$ cat src/hw/rtl/twa_pkg.sv
package twa_pkg;

    localparam int DEF_ROTOR_COUNT = 6;
    localparam int WRENCH_LEN      = 6;
    localparam int CORDIC_STEPS    = 20;

    localparam logic [31:0] KF_INV_RESET     = 32'd1000000;
    localparam logic [15:0] MAX_SPEED_RESET  = 16'd12800;
    localparam logic [14:0] TILT_LIMIT_RESET = 15'd12861;

    // Quarter turn in CORDIC angle units of 2^-20 rad.
    localparam logic signed [22:0] HALF_PI_Z = 23'sd1647099;

    localparam logic [1:0] CFG_KF_INV     = 2'd0;
    localparam logic [1:0] CFG_MAX_SPEED  = 2'd1;
    localparam logic [1:0] CFG_TILT_LIMIT = 2'd2;

    localparam logic MODE_COMPUTE = 1'b0;
    localparam logic MODE_LOAD    = 1'b1;

    function automatic logic signed [22:0] atan_of(input logic [4:0] i);
        logic signed [22:0] t;
        case (i)
            5'd0:    t = 23'sd823550;
            5'd1:    t = 23'sd486170;
            5'd2:    t = 23'sd256879;
            5'd3:    t = 23'sd130396;
            5'd4:    t = 23'sd65451;
            5'd5:    t = 23'sd32757;
            5'd6:    t = 23'sd16383;
            5'd7:    t = 23'sd8192;
            5'd8:    t = 23'sd4096;
            5'd9:    t = 23'sd2048;
            5'd10:   t = 23'sd1024;
            5'd11:   t = 23'sd512;
            5'd12:   t = 23'sd256;
            5'd13:   t = 23'sd128;
            5'd14:   t = 23'sd64;
            5'd15:   t = 23'sd32;
            5'd16:   t = 23'sd16;
            5'd17:   t = 23'sd8;
            5'd18:   t = 23'sd4;
            5'd19:   t = 23'sd2;
            default: t = 23'sd0;
        endcase
        return t;
    endfunction

endpackage

$ cat src/hw/rtl/twa_isqrt.sv
module twa_isqrt
    import twa_pkg::*;
(
    input  logic        i_clk,
    input  logic        i_rst_n,
    input  logic        i_start,
    input  logic [63:0] i_radicand,
    output logic        o_done,
    output logic [31:0] o_root
);

    logic        r_busy;
    logic [4:0]  r_cnt;
    logic        r_done;
    logic [63:0] r_val;
    logic [34:0] r_rem;
    logic [31:0] r_root;
    logic [34:0] rem_t;
    logic [34:0] trial;

    // One result bit per cycle: bring down two radicand bits and try the next root bit.
    assign rem_t = {r_rem[32:0], r_val[63:62]};
    assign trial = {1'b0, r_root, 2'b01};

    always_ff @(posedge i_clk) begin
        if (!i_rst_n) begin
            r_busy <= 1'b0;
            r_cnt  <= '0;
            r_done <= 1'b0;
        end else begin
            r_done <= r_busy && (r_cnt == 5'd31);
            if (i_start) begin
                r_busy <= 1'b1;
                r_cnt  <= '0;
            end else if (r_busy) begin
                r_cnt <= r_cnt + 5'd1;
                if (r_cnt == 5'd31) begin
                    r_busy <= 1'b0;
                end
            end
        end
    end

    always_ff @(posedge i_clk) begin
        if (i_start) begin
            r_val  <= i_radicand;
            r_rem  <= '0;
            r_root <= '0;
        end else if (r_busy) begin
            r_val <= {r_val[61:0], 2'b00};
            if (rem_t >= trial) begin
                r_rem  <= rem_t - trial;
                r_root <= {r_root[30:0], 1'b1};
            end else begin
                r_rem  <= rem_t;
                r_root <= {r_root[30:0], 1'b0};
            end
        end
    end

    assign o_done = r_done;
    assign o_root = r_root;

endmodule

$ cat config.mk
export PLATFORM = sky130hd
export DESIGN_NAME = twa_isqrt
export DESIGN_NICKNAME = d
export VERILOG_FILES = /design/src/hw/rtl/twa_pkg.sv /design/src/hw/rtl/twa_isqrt.sv
export SDC_FILE = /design/constraint.sdc
export NUM_CORES = 1
export LEC_CHECK = 0
export ABC_AREA = 1
export BUFFER_PORTS_ARGS = -buffer_cell sky130_fd_sc_hd__buf_2
export CAP_MARGIN = 0
export CORE_UTILIZATION = 53
export DETAILED_ROUTE_END_ITERATION = 6
export GPL_TIMING_DRIVEN = 0
export PLACE_DENSITY = 0.75
export SETUP_SLACK_MARGIN = 0.5
export SLEW_MARGIN = 0
export SYNTH_ARGS = -nofsm -noshare
export SYNTH_HDL_FRONTEND = slang
export SYNTH_SLANG_ARGS = --single-unit
$ cat constraint.sdc
create_clock -name i_clk -period 3.36 [get_ports i_clk]
set_clock_uncertainty 0.05 [all_clocks]
set_input_delay 0.672 -clock i_clk [delete_from_list [all_inputs] [get_ports i_clk]]
set_output_delay 0.672 -clock i_clk [all_outputs]
set_load 0.02 [all_outputs]
==> results of run 1 <==
## synth_stat cells (2+ instances only)
cell                       number
sky130_fd_sc_hd__buf_1          4
sky130_fd_sc_hd__buf_6          2
sky130_fd_sc_hd__o22ai_1       31
sky130_fd_sc_hd__nand3b_1       8
sky130_fd_sc_hd__xor2_1        16
sky130_fd_sc_hd__a211oi_1       2
sky130_fd_sc_hd__edfxtp_1      64
sky130_fd_sc_hd__nor2_2         6
sky130_fd_sc_hd__nor2_1        54
sky130_fd_sc_hd__nor3_1         8
sky130_fd_sc_hd__nand3_2        2
sky130_fd_sc_hd__o21ai_0        3
sky130_fd_sc_hd__buf_2          5
sky130_fd_sc_hd__o21bai_1       3
sky130_fd_sc_hd__nand4_1        8
sky130_fd_sc_hd__clkbuf_1      20
sky130_fd_sc_hd__and2_1         2
sky130_fd_sc_hd__nand2_1      555
sky130_fd_sc_hd__inv_1        159
sky130_fd_sc_hd__ha_1          36
sky130_fd_sc_hd__dfxtp_1       72
sky130_fd_sc_hd__nand2_2        2
sky130_fd_sc_hd__nand3_1       74
sky130_fd_sc_hd__a21oi_1       22
## through the flow
stage / utilization, % / setup slack [ns] / hold slack [ns] / cells / instance area (um2)
2_1_floorplan: - / 0.9057 / 0.3798 / 1174 / 8104
3_3_place_gp: 60.07 / 0.08804 / 0.3963 / 1457 / 8830
3_5_place_dp: 60.04 / 0.8269 / 0.3975 / 1457 / 8826
4_1_cts: 64.21 / 0.8187 / 0.4101 / 1489 / 9438
5_1_grt: 64.21 / 0.6295 / 0.4437 / 1489 / 9438
6_report: 64.21 / 0.7979 / 0.4087 / 1489 / 9438
## cells by family after synthesis
family	synth area share (%)
adders and majority gates	5.563
xor gates and xnor gates	1.731
buffers and inverters	9.442
AOI/OAI and AO/OA	4.744
and+or+nand+nor	36.98
DFF	41.54
## metal layers
metal  routed length, um  share of wire [%]
met4                 408                2.0
met5                   0                  0
met1                8935                 44
met2                9885                 49
met3                1078                5.3
## layout make-up
class / count / area, um2 / area share, %
Multi-Input combinational cell: 844 / 3969 / 42.05
Sequential cell: 136 / 3363 / 35.64
Inverter: 161 / 604.3 / 6.403
Timing Repair Buffer: 99 / 495.5 / 5.250
Clock buffer: 17 / 425.4 / 4.507
Tap cell: 184 / 230.2 / 2.439
Clock inverter: 15 / 186.4 / 1.975
Buffer: 33 / 163.9 / 1.737
## where the power goes
group	switching (mW)	internal (mW)	total, mW
sequential	0.0990	1.94	2.04
clock	0.789	1.18	1.97
combinational	3.06	1.54	4.60
total	3.95	4.66	8.61
## critical path, delay by kind of cell, from the launching register on
family                     cells  cell delay, ns
buffers and inverters          2            0.26
DFF                            1            0.35
and+or+nand+nor               11            1.36
adders and majority gates      1            0.41
## sequential cells by signal (all words and copies together) (netlist names)
signal,cells
r_val,64
r_rem,33
o_root,32
r_cnt,5
o_done,1
r_busy,1
## placed cells by master, fill, tap and decap left out, types with 20 or more instances in the layout
| cell | n |
|---|---|
| sky130_fd_sc_hd__dfxtp_1 | 72 |
| sky130_fd_sc_hd__a21oi_1 | 22 |
| sky130_fd_sc_hd__nand2_1 | 555 |
| sky130_fd_sc_hd__nand3_1 | 74 |
| sky130_fd_sc_hd__ha_1 | 36 |
| sky130_fd_sc_hd__clkbuf_1 | 20 |
| sky130_fd_sc_hd__o22ai_1 | 31 |
| sky130_fd_sc_hd__edfxtp_1 | 64 |
| sky130_fd_sc_hd__inv_1 | 159 |
| sky130_fd_sc_hd__buf_2 | 104 |
| sky130_fd_sc_hd__nor2_1 | 54 |
## worst paths after layout
check,from,to
setup / recovery,o_root[25],r_rem[24]
hold / removal,r_rem[31],r_rem[31]
setup reg to reg,o_root[25],r_rem[24]
hold reg to reg,r_rem[31],r_rem[31]
==> results by group, run 1 <==
Timing
  – Unrepaired setup endpoints after global routing: false
  – Post-route minimum period: 2.562 ns
  – Crit share post-route: 76.25%
  – Number of failing setup endpoints in the final timing report: 0
  – Final Slew Violations: 0
  – Transition time of the tightest slew-check pin: 0.8691 ns
  – Achievable clock frequency: 390.3 MHz
  – Rel. slew slack: 42.06%
  – Final number of hold-violating endpoints: 0
  – Fin Setup TNS: 0 ns

Synthesis
  – Number of instances in the synthesized netlist: 1,174
  – Part of the Yosys area used for sequential elements: 41.54%
  – Proportion of synthesized flip-flops having asynchronous set or reset: 0%
  – Register bit total from synthesis: 136
  – Synth unique cells: 40
  – Cell type with the largest total area after synthesis: sky130_fd_sc_hd__nand2_1
  – Cell Area, Synth: 8097 um2
  – Count of flip-flops with a built-in enable after synthesis: 64
  – Area share of the leading cell type in the synthesized netlist: 25.73%
  – Syn Nets: 1,277
  – Count of yosys warnings during synthesis: 0
  – Average cell area after synthesis: 6.897 um2
  – Synth Flop Type: sky130_fd_sc_hd__dfxtp_1
  – Top cells by area in the synthesized netlist: sky130_fd_sc_hd__nand2_1 26%, sky130_fd_sc_hd__edfxtp_1 24%, sky130_fd_sc_hd__dfxtp_1 18%

Routing
  – Drc violations: 4
  – Routed wirelength normalized by instance count: 13.64 um
  – Drt pass-1 iters: 7
  – Detailed-route via count: 7,451
  – DR vias/cell: 5.004
  – Number of violations reported at the end of detailed-routing iteration 0: 551
  – Post-DRT Antenna Nets: 0
  – Wirelength, routed: 20.31 mm

Job
  – Max capacitance violation total: 0

GRT
  – Pin count of the biggest net entering global routing: 74
  – Antenna violations before repair: 0
  – Layer with the highest usage after global routing: met2
  – GR met1 Demand/Resource: 33.35%
  – Vias in the first global route: 6,985
  – First-pass GRT wire length: 33.64 mm
  – Total overflow reported by the global router: 0
  – Global-route met2 utilization: 47.06%
  – Total track usage: 27.14%
  – Global routing met3 resource utilization: 6.076%

Power
  – Worst IR drop on VDD: 0.4842 mV
  – Leak pwr: 5.061 nW
  – Power Dens Cells: 912.2 nW/um2
  – Post-layout power: 8.609 mW

Setup path
  – Critical-path cell with the highest stage delay: sky130_fd_sc_hd__ha_1
  – Required time at the endpoint of the critical path: 3.62 ns
  – Crit. End Element: flop
  – Worst-path fanout max: 10
  – Peak per-stage delay on the critical path: 0.41 ns
  – Data arrival, critical path: 2.82 ns
  – Worst-case reg-to-reg path depth: 14
  – Crit path launch type: flop
  – Register-to-Register Setup Slack: 0.80 ns
  – CP cell instances: inv_1 -> ha_1 -> nand2_1 -> nor2_1 -> nand2_1 -> nor2_2 -> nand3_2 -> nand2_2 -> nor2_8 -> nand2_8 -> buf_6 -> nand3_1 -> nand3_1 -> nand2_1
  – Type of the setup path with the least slack: reg2reg
  – Cell type with the highest occurrence count on the critical path: sky130_fd_sc_hd__nand2_1

Floorplanning
  – Placement row count: 44
  – Placeable core region: 14,700 um2
  – DIE WIDTH: 125.6 um
  – Number of placed I/O pins: 100
  – Starting Density: 55.08%
  – Area enclosed by the die boundary: 15,770 um2
  – Die height: 125.6 um

Clock tree
  – Number of sinks driven by the clock tree: 136
  – TritonCTS clock tree: built
  – Total setup buffers inserted after CTS: 0
  – Post-cts sizing count: 0
  – Register clock-pin slew on the reported worst setup and hold paths: 0.06 ns
  – Maximum level of the CTS H-tree: 4
  – Latest clock arrival within the worst-skew pair: 0.43 ns
  – Num CTS Buffers: 17
  – Clock tree buffer depth: 2
  – Number of hold buffers added after CTS: 0
  – Cell chosen for the clock root: sky130_fd_sc_hd__clkbuf_16

Placement
  – Routability cong.: 0.9368
  – Count of input and output buffers: 99
  – HPWL Detailed: 15.38 mm

Cells and area
  – Fill cell count: 1,377
  – Layout-stage area growth over the synthesis result: 16.57%
  – Final Net Count: 1,395
  – Final antenna diode count: 0
  – Proportion of layout cells with a drive suffix above 1: 12.11%

Worst hold path
  – Worst Hold Class: reg2reg
  – Worst hold path stage count: 2

Run status
  – Violations in the final reports: design-rule violations
  – Outcome: finished, violations left
No activity file was read; power rests on OpenSTA's default activity.
==> run 2, diff against run 1 <==
- clock period: 3.36 -> 2.2 ns (I/O delays scaled with it)
==> run 2 against run 1 <==
Net effect: the run still ends with design-rule violations left; register-to-register slack worse by 0.73 ns; die area stayed put; worst hold slack worse by 0.21 ns; worst setup slack worse by 0.73 ns; via count is 5.4% higher; non-clock buffer count is 41 higher; final area is 15% higher; critical path type unchanged; largest cell class unchanged; largest power group unchanged.
==> results by group, run 2 (synthesis results as in run 1) <==
Run status
  – Outcome: finished, violations left
  – Violations in the final reports: design-rule violations

Worst hold path
  – Worst hold path stage count: 3
  – Worst Hold Class: in2reg

GRT
  – Pin count of the biggest net entering global routing: 74
  – Total overflow reported by the global router: 0
  – Antenna violations before repair: 0
  – First-pass GRT wire length: 35.58 mm
  – Vias in the first global route: 7,540
  – Total track usage: 28.83%

Timing
  – Rel. slew slack: 52.92%
  – Unrepaired setup endpoints after global routing: true
  – Achievable clock frequency: 468.4 MHz
  – Final Slew Violations: 0
  – Worst setup margin: 0.06516 ns
  – Post-route minimum period: 2.135 ns
  – Transition time of the tightest slew-check pin: 0.7062 ns
  – Crit share post-route: 97.04%
  – Final number of hold-violating endpoints: 0
  – Number of failing setup endpoints in the final timing report: 0

Setup path
  – Crit path launch type: flop
  – Peak per-stage delay on the critical path: 0.36 ns
  – Critical-path cell with the highest stage delay: sky130_fd_sc_hd__dfxtp_4
  – Worst-case reg-to-reg path depth: 14
  – Data arrival, critical path: 2.40 ns
  – Required time at the endpoint of the critical path: 2.46 ns
  – Crit. End Element: flop
  – Worst-path fanout max: 10
  – Type of the setup path with the least slack: reg2reg
  – CP cell instances: inv_4 -> ha_4 -> nand2_1 -> nand2_1 -> a21oi_2 -> nand2_1 -> nand2_1 -> nand2_2 -> nor2_8 -> buf_12 -> buf_12 -> nand3b_1 -> nand3_2 -> nand2_1
  – Cell type with the highest occurrence count on the critical path: sky130_fd_sc_hd__nand2_1

Power
  – Part of the total power dissipated in sequential elements: 20.4%
  – Internal Power: 8.257 mW
  – Worst IR drop on VDD: 0.8330 mV
  – Switching power total: 7.152 mW
  – Leak pwr: 5.442 nW
  – Power Dens Cells: 1417 nW/um2
  – Share of power burned in combinational logic: 61.6%
  – Clock network fraction of design power: 17.9%
  – Switching part of the total: 46.42%
  – Post-layout power: 15.41 mW

Clock tree
  – Register clock-pin slew on the reported worst setup and hold paths: 0.06 ns
  – Number of sinks driven by the clock tree: 136
  – Maximum level of the CTS H-tree: 4
  – TritonCTS clock tree: built
  – Cell chosen for the clock root: sky130_fd_sc_hd__clkbuf_16
  – Latest clock arrival within the worst-skew pair: 0.44 ns
  – Clock tree buffer depth: 2
  – Num CTS Buffers: 17

Floorplanning
  – Die height: 125.6 um
  – Placement row count: 44
  – Area enclosed by the die boundary: 15,770 um2
  – Placeable core region: 14,700 um2
  – DIE WIDTH: 125.6 um
  – Number of placed I/O pins: 100
  – Starting Density: 55.08%

Routing
  – Drc violations: 2
  – Detailed-route via count: 7,857
  – Number of violations reported at the end of detailed-routing iteration 0: 569
  – DR vias/cell: 5.135
  – Drt pass-1 iters: 7
  – Post-DRT Antenna Nets: 0
  – Routed wirelength normalized by instance count: 14.56 um
  – Wirelength, routed: 22.28 mm

Cells and area
  – Proportion of layout cells with a drive suffix above 1: 29.79%
  – Final Util: 73.98%
  – Area taken by flip-flops and latches: 3477 um2
  – Fill cell count: 1,153
  – Final Net Count: 1,436
  – Area of all placed cells without fillers: 10,870 um2
  – Largest Register: r_val
  – Max reg flops: 64
  – Highest-count cells in the layout ignoring fill and taps: 508 x sky130_fd_sc_hd__nand2_1, 125 x sky130_fd_sc_hd__inv_1, 101 x sky130_fd_sc_hd__buf_2, 64 x sky130_fd_sc_hd__edfxtp_1, 56 x sky130_fd_sc_hd__nand3_1
  – Final antenna diode count: 0
  – Multi-input combinational cell area: 4872 um2
  – Layout-stage area growth over the synthesis result: 34.31%
  – Leading cell type in the layout, fill and taps excluded: sky130_fd_sc_hd__nand2_1

Job
  – Max capacitance violation total: 0

Placement
  – HPWL Detailed: 16.09 mm
  – Dpl ws: -0.05229 ns
  – Total placed instance area: 9517 um2
  – Routability cong.: 0.9486
  – Count of input and output buffers: 99
-- run 2: cell count changes in the layout (fill, tap and decap cells not counted), sizes merged --
cell / delta
clkinvlp: +1
clkbuf: +2
clkinv: -1
inv: +2
buf: +40
bufinv: -3
-- run 2: repair_timing --
action | CTS | global route
cloned | 1 | 0
resized for setup | 43 | 87
pin swaps | 31 | 40
buffers inserted | 24 | 16
setup endpoints to repair | 128 | 128
hold buffers | 0 | 0
-- run 2: metal layers --
layer	track usage (%)	vias to the layer above	share of wire, %
met5	0	-	0
met4	12.55	0	3.6
met3	6.205	50	5.0
met2	49.38	230	49
met1	34.87	3547	42
li1	-	4030	-
-- run 2: through the flow --
step | hold slack, ns | setup TNS (ns) | cells
CTS | 0.2070 | 0 | 1514
global placement | 0.4059 | -2.363 | 1457
detailed placement | 0.4098 | -0.3031 | 1457
floorplan | 0.3941 | 0 | 1174
global route | 0.2186 | -0.02600 | 1530
finish | 0.2028 | 0 | 1530
-- run 2: layout make-up --
class	instances	share of cell area, %
timing repair buffer	140	7.939
multi-input combinational	844	44.80
clock inverter	14	1.208
tap	184	2.117
inverter	161	5.903
clock buffer	18	3.947
sequential	136	31.98
buffer	33	2.106
-- run 2: final timing paths --
check / startpoint / to / slack (ns)
worst max-delay path: o_root[24] / r_rem[24] / 0.07
worst min-delay path: i_rst_n / o_done / 0.20
worst max register to register: o_root[24] / r_rem[24] / 0.07
worst min register to register: r_cnt[4] / r_cnt[4] / 0.42
-- run 2: critical path, delay by kind of cell, from the launching register on --
kind            cells  cell delay (ns)
compound gates      1             0.19
fa+ha+maj           1             0.23
buf+inv             3             0.31
flops               1             0.36
simple gates        9             0.87
-- run 2: power by group through the flow --
stage / clock [mW] / combinational (mW) / sequential (mW)
finish: 2.77 / 9.49 / 3.15
global route: 2.90 / 10.3 / 3.18
CTS: 2.77 / 8.59 / 3.14
detailed placement: 0 / 7.54 / 3.19
global placement: 0 / 7.48 / 3.18
floorplan: 0 / 5.76 / 3.16
==> run 3, diff against run 2 <==
- CELL_PAD_IN_SITES_DETAIL_PLACEMENT: default -> 2
- CELL_PAD_IN_SITES_GLOBAL_PLACEMENT: default -> 2
- CORE_UTILIZATION: 53 -> 30
- TNS_END_PERCENT: default -> 1
==> run 3 against run 2 <==
Net effect: the run ends with design-rule violations, negative setup slack left; first-iteration DRC count is 53% lower; non-clock buffer count is 21 higher; clock power is 16% higher; total power is 12% higher; die area is 75% higher; largest power group unchanged; critical endpoint is now r_rem[6].
==> results by group, run 3 (synthesis results as in run 1) <==
Clock tree
  – Number of hold buffers added after CTS: 0
  – Register clock-pin slew on the reported worst setup and hold paths: 0.07 ns
  – Clock tree buffer depth: 2
  – Cell chosen for the clock root: sky130_fd_sc_hd__clkbuf_16
  – Number of sinks driven by the clock tree: 136
  – Maximum level of the CTS H-tree: 4
  – TritonCTS clock tree: built
  – Latest clock arrival within the worst-skew pair: 0.45 ns
  – Num CTS Buffers: 17

Cells and area
  – Highest-count cells in the layout ignoring fill and taps: 489 x sky130_fd_sc_hd__nand2_1, 128 x sky130_fd_sc_hd__inv_1, 101 x sky130_fd_sc_hd__buf_2, 66 x sky130_fd_sc_hd__nand3_1, 64 x sky130_fd_sc_hd__edfxtp_1
  – Proportion of layout cells with a drive suffix above 1: 31.36%
  – Fill cell count: 3,046
  – Final Net Count: 1,458
  – Final antenna diode count: 0
  – Leading cell type in the layout, fill and taps excluded: sky130_fd_sc_hd__nand2_1
  – Layout-stage area growth over the synthesis result: 38.09%
  – Max reg flops: 64
  – Largest Register: r_val

Setup path
  – Worst-path fanout max: 5
  – Register-to-Register Setup Slack: -0.02 ns
  – Data arrival, critical path: 2.50 ns
  – Crit path launch type: flop
  – Crit. End Element: flop
  – Required time at the endpoint of the critical path: 2.48 ns
  – Type of the setup path with the least slack: reg2reg

Placement
  – Routability cong.: 0.8147
  – HPWL Detailed: 21.72 mm
  – Count of input and output buffers: 99

Floorplanning
  – Placement row count: 59
  – DIE WIDTH: 166.3 um
  – Starting Density: 30.81%
  – Area enclosed by the die boundary: 27,650 um2
  – Die height: 166.3 um
  – Placeable core region: 26,280 um2
  – Number of placed I/O pins: 100

Timing
  – Worst setup margin: -0.02269 ns
  – Post-route minimum period: 2.223 ns
  – Fin Setup TNS: -0.03886 ns
  – Number of failing setup endpoints in the final timing report: 3
  – Rel. slew slack: 41.58%
  – Final Slew Violations: 0
  – Achievable clock frequency: 449.9 MHz
  – Worst Hold Slack: 0.1960 ns
  – Final number of hold-violating endpoints: 0
  – Unrepaired setup endpoints after global routing: true
  – Transition time of the tightest slew-check pin: 0.8763 ns
  – Crit share post-route: 101.0%

GRT
  – First-pass GRT wire length: 48.04 mm
  – Total overflow reported by the global router: 0
  – Vias in the first global route: 8,975
  – Antenna violations before repair: 1
  – Total track usage: 22.34%
  – Pin count of the biggest net entering global routing: 74

Routing
  – Drc violations: 4
  – Number of violations reported at the end of detailed-routing iteration 0: 269
  – Post-DRT Antenna Nets: 0
  – Routed wirelength normalized by instance count: 19.21 um
  – Detailed-route via count: 8,364
  – Wirelength, routed: 32.72 mm
  – DR vias/cell: 4.911
  – Drt pass-1 iters: 7

Power
  – Switching power total: 8.383 mW
  – Post-layout power: 17.29 mW
  – Leak pwr: 5.550 nW
  – Share of power burned in combinational logic: 63.0%
  – Internal Power: 8.907 mW
  – Worst IR drop on VDD: 0.5540 mV
  – Clock network fraction of design power: 18.6%
  – Part of the total power dissipated in sequential elements: 18.5%
  – Power Dens Cells: 1546 nW/um2
  – Switching part of the total: 48.48%

Run status
  – Outcome: finished, violations left
  – Violations in the final reports: design-rule violations, negative setup slack

Worst hold path
  – Worst Hold Class: in2reg

Job
  – Max capacitance violation total: 0
-- run 3: cell types whose count changed in the layout (fill, tap and decap cells not counted), moves of 14 or more --
cell | previous run | this run
sky130_fd_sc_hd__nand2_1 | 508 | 489
sky130_fd_sc_hd__dfxtp_2 | 19 | 40
sky130_fd_sc_hd__dfxtp_4 | 24 | 0
sky130_fd_sc_hd__nand2_2 | 34 | 55
sky130_fd_sc_hd__inv_4 | 15 | 1
sky130_fd_sc_hd__buf_4 | 34 | 55
-- run 3: repair_timing --
item | 4_1_cts | 5_1_grt
pin swaps | 43 | 44
resized for setup | 111 | 87
setup buffers | 34 | 25
gates cloned | 0 | 4
setup endpoints to repair | 129 | 128
-- run 3: through the flow --
stage	cell area, um2	instances	setup slack [ns]	utilization [%]
after floorplan	8408	1174	0.2044	-
after global placement	9323	1608	-0.3846	35.47
after detailed placement	9323	1608	-0.3850	35.47
after CTS	10620	1674	0.03257	40.40
after global routing	11180	1703	-0.1436	42.54
final	11180	1703	-0.02269	42.54
-- run 3: worst paths after layout --
| check | depth (start not counted) | start | to |
|---|---|---|---|
| setup / recovery | 17 | o_root[18] | r_rem[6] |
| hold / removal | 3 | i_rst_n | o_done |
| setup reg to reg | 17 | o_root[18] | r_rem[6] |
| hold reg to reg | 2 | r_cnt[4] | r_cnt[4] |
-- run 3: area by class of cell --
cell class                      count  area (um2)  area share (%)
Buffer                             33       217.7           1.947
Clock buffer                       17       425.4           3.805
Clock inverter                     15       197.7           1.768
Inverter                          161       606.8           5.427
Multi-Input combinational cell    845        4851           43.39
Sequential cell                   136        3413           30.53
Tap cell                          335       419.2           3.749
Timing Repair Buffer              161        1050           9.389
-- run 3: critical path, cell delays in order, from the launching register on --
cell and delay (ns):
sky130_fd_sc_hd__dfxtp_2 0.33, sky130_fd_sc_hd__inv_2 0.05, sky130_fd_sc_hd__ha_4 0.27, sky130_fd_sc_hd__nand2_2 0.06
sky130_fd_sc_hd__nand2_2 0.07, sky130_fd_sc_hd__nand2_2 0.08, sky130_fd_sc_hd__nand2_2 0.06, sky130_fd_sc_hd__nand2_1 0.06
sky130_fd_sc_hd__nand2_1 0.08, sky130_fd_sc_hd__nand2_1 0.09, sky130_fd_sc_hd__nand2_2 0.09, sky130_fd_sc_hd__nor2_8 0.23
sky130_fd_sc_hd__nand2_8 0.12, sky130_fd_sc_hd__clkbuf_16 0.18, sky130_fd_sc_hd__nand2_1 0.07, sky130_fd_sc_hd__nand2_1 0.06
sky130_fd_sc_hd__nand2_1 0.06, sky130_fd_sc_hd__nand2_1 0.07
-- run 3: power groups by stage --
stage	logic (mW)	registers, mW	clock network (mW)
finish	10.9	3.19	3.21
global placement	7.56	3.18	0
CTS	9.05	3.18	3.27
global route	11.7	3.22	3.37
detailed placement	7.76	3.19	0
floorplan	5.41	3.15	0
-- run 3: per-layer routing --
| metal | up-vias | global-route usage [%] | wire [um] |
|---|---|---|---|
| met1 | 4130 | 25.76 | 13850 |
| met2 | 147 | 41.57 | 17070 |
| met4 | 2 | 6.683 | 667 |
| li1 | 4043 | - | - |
| met3 | 42 | 4.242 | 1123 |
| met5 | - | 0 | 13 |
